`src/hw/rtl/button_gesture_classifier_core_defines.svh`:
```
// ----------------------------------------------------------------------------
// Button gesture classifier assertion macros
// Concurrent assertion wrappers used by the classifier RTL.
// ----------------------------------------------------------------------------
`ifndef BUTTON_GESTURE_CLASSIFIER_CORE_DEFINES_SVH
`define BUTTON_GESTURE_CLASSIFIER_CORE_DEFINES_SVH

`ifndef ASSERT_OFF
`define BGC_ASSERT(label, clk, rst, prop) \
  label: assert property (@(posedge clk) disable iff (rst) prop) \
    else $error("bgc assertion failed");
`define BGC_ASSERT_ALWAYS(label, clk, prop) \
  label: assert property (@(posedge clk) prop) \
    else $error("bgc assertion failed");
`else
`define BGC_ASSERT(label, clk, rst, prop)
`define BGC_ASSERT_ALWAYS(label, clk, prop)
`endif

`endif

```
`src/hw/rtl/bgc_pkg.sv`:
```
// ----------------------------------------------------------------------------
// Button gesture classifier package
// Request and result types, state codes and register constants.
// ----------------------------------------------------------------------------
package bgc_pkg;

  localparam int TICK_COUNT_WIDTH_DEF = 16;
  localparam int CFG_DATA_W           = 16;
  localparam int CFG_IDX_W            = 2;

  localparam logic [CFG_IDX_W-1:0] CFG_LONG_PRESS   = 2'd0;
  localparam logic [CFG_IDX_W-1:0] CFG_DOUBLE_TAP   = 2'd1;
  localparam logic [CFG_IDX_W-1:0] CFG_SHUTDOWN     = 2'd2;

  localparam logic [CFG_DATA_W-1:0] LONG_PRESS_RST  = 16'd25;
  localparam logic [CFG_DATA_W-1:0] DOUBLE_TAP_RST  = 16'd15;
  localparam logic [CFG_DATA_W-1:0] SHUTDOWN_RST    = 16'd75;

  typedef enum logic [2:0] {
    MODE_IDLE        = 3'd0,
    MODE_PRESSED     = 3'd1,
    MODE_WAIT_DOUBLE = 3'd2,
    MODE_LONG_HOLD   = 3'd3,
    MODE_SECOND      = 3'd4
  } mode_t;

  typedef struct packed {
    logic pressed;
    logic force_idle;
  } in_t;

  typedef struct packed {
    logic [2:0] gesture_state;
    logic       long_press;
    logic       led_enabled;
    logic       double_tap;
    logic       shutdown_request;
    logic       hold_active;
  } out_t;

endpackage

```
`src/hw/rtl/button_gesture_classifier_core.sv`:
```
// ----------------------------------------------------------------------------
// Button gesture classifier core
// Classifies polled button levels into long press, double tap and shutdown
// hold gestures with a five-state machine and a saturating tick counter.
//
//   channel   signals                       direction
//   in        in_valid in_ready in_data     request in, one polling tick
//   out       out_valid out_ready out_data  result out, one per request
//   cfg       cfg_we cfg_index cfg_data     register write, no wait
//
// One request per cycle while the output is not stalled; each result is registered
// and appears in the cycle after its request is taken. The next-state logic is a
// saturating increment and three threshold compares between the state and output registers.
// Reset clears the machine to idle, the LED enable to on and the thresholds
// to their defaults.
// A stalled result is held in the output register; a new request is taken
// whenever that register is empty or being drained in the same cycle.
// ----------------------------------------------------------------------------
`include "button_gesture_classifier_core_defines.svh"

module button_gesture_classifier_core #(
  parameter int TICK_COUNT_WIDTH = bgc_pkg::TICK_COUNT_WIDTH_DEF
) (
  input  logic                             clk,
  input  logic                             rst,
  input  logic                             in_valid,
  output logic                             in_ready,
  input  bgc_pkg::in_t                     in_data,
  output logic                             out_valid,
  input  logic                             out_ready,
  output bgc_pkg::out_t                    out_data,
  input  logic                             cfg_we,
  input  logic [bgc_pkg::CFG_IDX_W-1:0]    cfg_index,
  input  logic [bgc_pkg::CFG_DATA_W-1:0]   cfg_data
);

  import bgc_pkg::*;

  localparam int CMP_W = (TICK_COUNT_WIDTH > CFG_DATA_W) ? TICK_COUNT_WIDTH : CFG_DATA_W;

  logic [CFG_DATA_W-1:0]       long_press_ticks;
  logic [CFG_DATA_W-1:0]       double_tap_window_ticks;
  logic [CFG_DATA_W-1:0]       shutdown_hold_ticks;

  mode_t                       mode;
  mode_t                       mode_next;
  logic [TICK_COUNT_WIDTH-1:0] count;
  logic [TICK_COUNT_WIDTH-1:0] count_next;
  logic [TICK_COUNT_WIDTH-1:0] count_inc;
  logic                        fired;
  logic                        fired_next;
  logic                        led_on;
  logic                        led_next;

  logic                        in_fire;
  logic                        lp_hit;
  logic                        dt_hit;
  logic                        sd_hit;
  logic                        long_press_c;
  logic                        double_tap_c;
  logic                        shutdown_c;

  assign in_ready = !out_valid || out_ready;
  assign in_fire  = in_valid && in_ready;

  assign count_inc = (count == {TICK_COUNT_WIDTH{1'b1}}) ? count
                   : count + TICK_COUNT_WIDTH'(1);

  assign lp_hit = CMP_W'(count_inc) >= CMP_W'(long_press_ticks);
  assign dt_hit = CMP_W'(count_inc) >= CMP_W'(double_tap_window_ticks);
  assign sd_hit = CMP_W'(count_inc) >= CMP_W'(shutdown_hold_ticks);

  always_ff @(posedge clk) begin
    if (rst) begin
      long_press_ticks        <= LONG_PRESS_RST;
      double_tap_window_ticks <= DOUBLE_TAP_RST;
      shutdown_hold_ticks     <= SHUTDOWN_RST;
    end else if (cfg_we) begin
      unique case (cfg_index)
        CFG_LONG_PRESS: long_press_ticks        <= cfg_data;
        CFG_DOUBLE_TAP: double_tap_window_ticks <= cfg_data;
        CFG_SHUTDOWN:   shutdown_hold_ticks     <= cfg_data;
        default: ;
      endcase
    end
  end

  always_comb begin
    mode_next  = mode;
    count_next = count;
    fired_next = fired;
    led_next   = led_on;
    if (in_data.force_idle) begin
      mode_next  = MODE_IDLE;
      count_next = '0;
      fired_next = 1'b0;
    end else begin
      count_next = count_inc;
      unique case (mode)
        MODE_PRESSED: begin
          if (!in_data.pressed) begin
            mode_next  = lp_hit ? MODE_IDLE : MODE_WAIT_DOUBLE;
            count_next = '0;
            fired_next = 1'b0;
          end else if (lp_hit) begin
            led_next   = !led_on;
            mode_next  = MODE_LONG_HOLD;
            count_next = '0;
            fired_next = 1'b0;
          end
        end
        MODE_LONG_HOLD: begin
          if (!in_data.pressed) begin
            mode_next  = MODE_IDLE;
            count_next = '0;
            fired_next = 1'b0;
          end
        end
        MODE_WAIT_DOUBLE: begin
          if (in_data.pressed) begin
            mode_next  = MODE_SECOND;
            count_next = '0;
            fired_next = 1'b0;
          end else if (dt_hit) begin
            mode_next  = MODE_IDLE;
            count_next = '0;
            fired_next = 1'b0;
          end
        end
        MODE_SECOND: begin
          if (!in_data.pressed) begin
            mode_next  = MODE_IDLE;
            count_next = '0;
            fired_next = 1'b0;
          end else if (!fired && sd_hit) begin
            fired_next = 1'b1;
          end
        end
        default: begin
          if (in_data.pressed) begin
            mode_next  = MODE_PRESSED;
            count_next = '0;
            fired_next = 1'b0;
          end
        end
      endcase
    end
  end

  always_comb begin
    long_press_c = 1'b0;
    double_tap_c = 1'b0;
    shutdown_c   = 1'b0;
    if (!in_data.force_idle) begin
      unique case (mode)
        MODE_PRESSED: long_press_c = in_data.pressed && lp_hit;
        MODE_SECOND: begin
          double_tap_c = !in_data.pressed;
          shutdown_c   = in_data.pressed && !fired && sd_hit;
        end
        default: ;
      endcase
    end
  end

  always_ff @(posedge clk) begin
    if (rst) begin
      mode   <= MODE_IDLE;
      count  <= '0;
      fired  <= 1'b0;
      led_on <= 1'b1;
    end else if (in_fire) begin
      mode   <= mode_next;
      count  <= count_next;
      fired  <= fired_next;
      led_on <= led_next;
    end
  end

  always_ff @(posedge clk) begin
    if (rst) begin
      out_valid <= 1'b0;
    end else if (in_fire) begin
      out_valid <= 1'b1;
    end else if (out_ready) begin
      out_valid <= 1'b0;
    end
  end

  always_ff @(posedge clk) begin
    if (in_fire) begin
      out_data.gesture_state    <= mode_next;
      out_data.long_press       <= long_press_c;
      out_data.led_enabled      <= led_next;
      out_data.double_tap       <= double_tap_c;
      out_data.shutdown_request <= shutdown_c;
      out_data.hold_active      <= (mode_next == MODE_LONG_HOLD);
    end
  end

  `BGC_ASSERT(a_long_press_toggles_led, clk, rst, in_fire && long_press_c |=> led_on != $past(led_on))
  `BGC_ASSERT(a_force_idle_clears, clk, rst, in_fire && in_data.force_idle |=> mode == MODE_IDLE && count == '0 && !fired)
  `BGC_ASSERT(a_one_pulse, clk, rst, out_valid |-> $countones({out_data.long_press, out_data.double_tap, out_data.shutdown_request}) <= 1)
  `BGC_ASSERT(a_shutdown_in_second, clk, rst, out_valid && out_data.shutdown_request |-> out_data.gesture_state == MODE_SECOND && fired)
  `BGC_ASSERT_ALWAYS(a_empty_takes_request, clk, !out_valid |-> in_ready)

endmodule
```
`config.mk`:
```
export PLATFORM = sky130hd
export DESIGN_NAME = button_gesture_classifier_core
export DESIGN_NICKNAME = d
export VERILOG_FILES = /design/src/hw/rtl/bgc_pkg.sv /design/src/hw/rtl/button_gesture_classifier_core.sv
export VERILOG_INCLUDE_DIRS = /design/src /design/src/hw/rtl
export SDC_FILE = /design/constraint.sdc
export NUM_CORES = 1
export LEC_CHECK = 0
export BUFFER_PORTS_ARGS = -buffer_cell sky130_fd_sc_hd__buf_2
export CAP_MARGIN = 30
export CORE_UTILIZATION = 54
export CTS_CLUSTER_DIAMETER = 50
export DETAILED_ROUTE_END_ITERATION = 6
export PLACE_DENSITY_LB_ADDON = 0.3
export SLEW_MARGIN = 15
export SYNTH_ARGS = -nofsm -noshare
export SYNTH_HDL_FRONTEND = slang
export SYNTH_SLANG_ARGS = --single-unit
```
`constraint.sdc`:
```
create_clock -name clk -period 3.35 [get_ports clk]
set_input_delay 1.005 -clock clk [delete_from_list [all_inputs] [get_ports clk]]
set_output_delay 1.005 -clock clk [all_outputs]
set_load 0.03 [all_outputs]
```
==> metrics.md <==
| Metric | Value |
|---|---|
| Clk sinks | 78 |
| Critical Path Fanout Max | 6 |
| Dominant cell type by area after synthesis | dfxtp_1 |
| Final setup margin | -0.09441 ns |
| Post-detailed-route DRC marker count | 0 |
| Tot Pwr | 2.075 mW |
| Area grow syn2layout | 22.88% |
| Total CTS buffers | 9 |
| Die height | 92.90 um |
| First-pass GRT wire length | 18700 um |
| Antenna viol nets, final | 0 |
| Clock Path Buffers | 2 |
| Cell Area, Placed | 4943 um2 |
| GR Overflow Total | 0 |
| WHS | 0.4591 ns |
| Synth top cells by count | nand2_1 (108), dfxtp_1 (70), a21oi_1 (60) |
| Tmin final | 3.444 ns |
| Fmax | 0.2903 GHz |
| FFs w/ async S/R, synth | 0% |
| Worst r2r path cells | 15 |
| Area of the core | 7848 um2 |
| Clk Latency, worst-skew pair | 0.37 ns |
| Layout cells sized above 1 | 22.85% |
| Vias per cell | 5.855 |
| CTS root buf | clkbuf_8 |
| Status | finished with violations |
| Post-synth EDFFs | 8 |
| H-tree depth | 3 |
| # setup viols final | 19 |
| CTS tree | done |
| Iteration-0 DRC Markers | 321 |
| Setup Skew | 0.006778 ns |
| Most used DFF post-synth | dfxtp_1 |
| Layout Nets | 686 |
| Initial antenna violation count | 0 |
| Slew Viols, Final | 0 |
| Mapped Nets | 620 |
| Startpoint Class | flop |
| Post-route setup TNS | -1.244 ns |
| ANT cells | 0 |
| Synthesized instance count | 546 |
| CTS Hold Bufs | 0 |
| Ports | 35 |
| Gpl congestion | 0.8649 |
| Drt first pass iters | 5 |
| Hold WC Path Type | flop to flop |
| Crit end category | flop |
| Gr usage total | 27.85% |
| Top-count cell post-synth | nand2_1 |
| Total vias in the final route | 4210 |
| Worst-Margin Slew | 0.8185 ns |
| Port Buf Inserts | 34 |
| Number of synthesized register bits | 78 |
| LEAKAGE | 2.313 nW |
| Final hold vios | 0 |
| HPWL Detailed | 8045 um |
| # rows | 32 |
| Post-Route WL | 12100 um |
| Starting Density | 56.86% |
| Top area cells in the synthesized netlist | dfxtp_1 (31%), ha_1 (14%), nand2_1 (9.1%) |
| Die X | 92.90 um |
| WP data arrival | 3.76 ns |
| Crit Path Class | flop to flop |
| Clk slew on worst S/H paths | 0.08 ns |
| RSZ-0062 raised after global routing | yes |
| WL/cell | 16.82 um |
| CP required | 3.66 ns |
| Die area | 8630 um2 |
| Synth cell types | 55 |
| Final period utilization | 102.8% |
| Worst Hold Path Cells | 2 |
| Violated checks | setup timing |
| Sequential-to-total area share from yosys stat | 36.79% |
| Pin count of the biggest net entering global routing | 40 |
| VDD IR-drop max | 0.0002549 V |
| Post-synth top area share | 31.41% |
| Yosys warnings | 0 |
| Layout Utilization | 69.87% |
| Synthesized area | 4462 um2 |
| Vias in the first global route | 3943 |
| Slew HR | 45.44% |
| Mean Syn Cell Area | 8.172 um2 |
| P per Cell Area | 378.5 nW/um2 |
| Design area | 5483 um2 |
| Max_cap viols | 0 |
worst paths after layout:
path	start	to	slack, ns
max	count[8]	count[2]	-0.09
min	long_press_ticks[13]	long_press_ticks[13]	0.46
max reg2reg	count[8]	count[2]	-0.09
min reg2reg	long_press_ticks[13]	long_press_ticks[13]	0.46
layer usage:
layer / up-vias / track usage [%] / wire (um)
met2: 174 / 46.08 / 5773
met4: 0 / 12.31 / 456
met1: 1970 / 35.68 / 5142
li1: 2024 / - / -
met5: - / 0 / 0
met3: 42 / 4.351 / 723
sequential cells by signal (all words and copies together) (netlist names), 3 cells and up:
register	cells
shutdown_hold_ticks	16
mode	3
out_data	8
long_press_ticks	16
count	16
double_tap_window_ticks	16
timing repair:
item                       4_1_cts  5_1_grt
gates cloned                     1        0
setup endpoints to repair       19       24
pin swaps                        4       21
buffers inserted                 1        5
resized for setup               17       35
cells in the final DEF (no fill, tap or decap), types with 9 or more instances in the layout:
cell,n
nand4_1,10
dfxtp_1,64
buf_2,34
nor2_1,30
nand2_1,107
inv_1,50
a32o_1,13
ha_1,48
a21oi_1,59
buf_4,40
clkbuf_8,9
o21ai_0,10
cells by family after synthesis:
kind of cell,share of synthesized area (%)
buffers and inverters,6.422
XOR/XNOR,3.141
AO/OA/AOI/OAI,16.99
multiplexers,1.065
flip-flops,36.79
adder cells (fa/ha/maj),13.74
AND/OR/NAND/NOR,21.85
cell type report:
type,instances,area (um2)
multi-input combinational,396,2768
fill,602,2365
sequential,78,1649
timing repair buffer,77,513.0
inverter,50,187.7
clock buffer,10,127.6
tap,102,127.6
clock inverter,6,110.1
stage by stage:
| stage | instances | setup slack (ns) |
|---|---|---|
| 2_1_floorplan | 546 | 0.03355 |
| 5_1_grt | 719 | -0.1763 |
| 3_5_place_dp | 696 | -0.1193 |
| 3_3_place_gp | 696 | -0.05004 |
| 6_report | 719 | -0.09441 |
| 4_1_cts | 714 | 0.005136 |
power breakdown:
group	internal [mW]	switching, mW
Sequential	0.969	0.0126
Combinational	0.0843	0.143
Clock	0.496	0.372
Total	1.55	0.527
worst max-delay path, cell delays in order (launching register included):
cell and delay [ns]:
dfxtp_2 0.34, and3_4 0.19, and3_4 0.20, nand3_4 0.10
or3_4 0.40, nand4_1 0.17, xnor2_2 0.20, ha_1 0.32
a21oi_2 0.16, nor3_2 0.05, nor4_1 0.34, buf_4 0.21
nand3_4 0.10, o221ai_4 0.27, buf_6 0.18, a32o_1 0.17
Power figures use the tool's default switching activity.
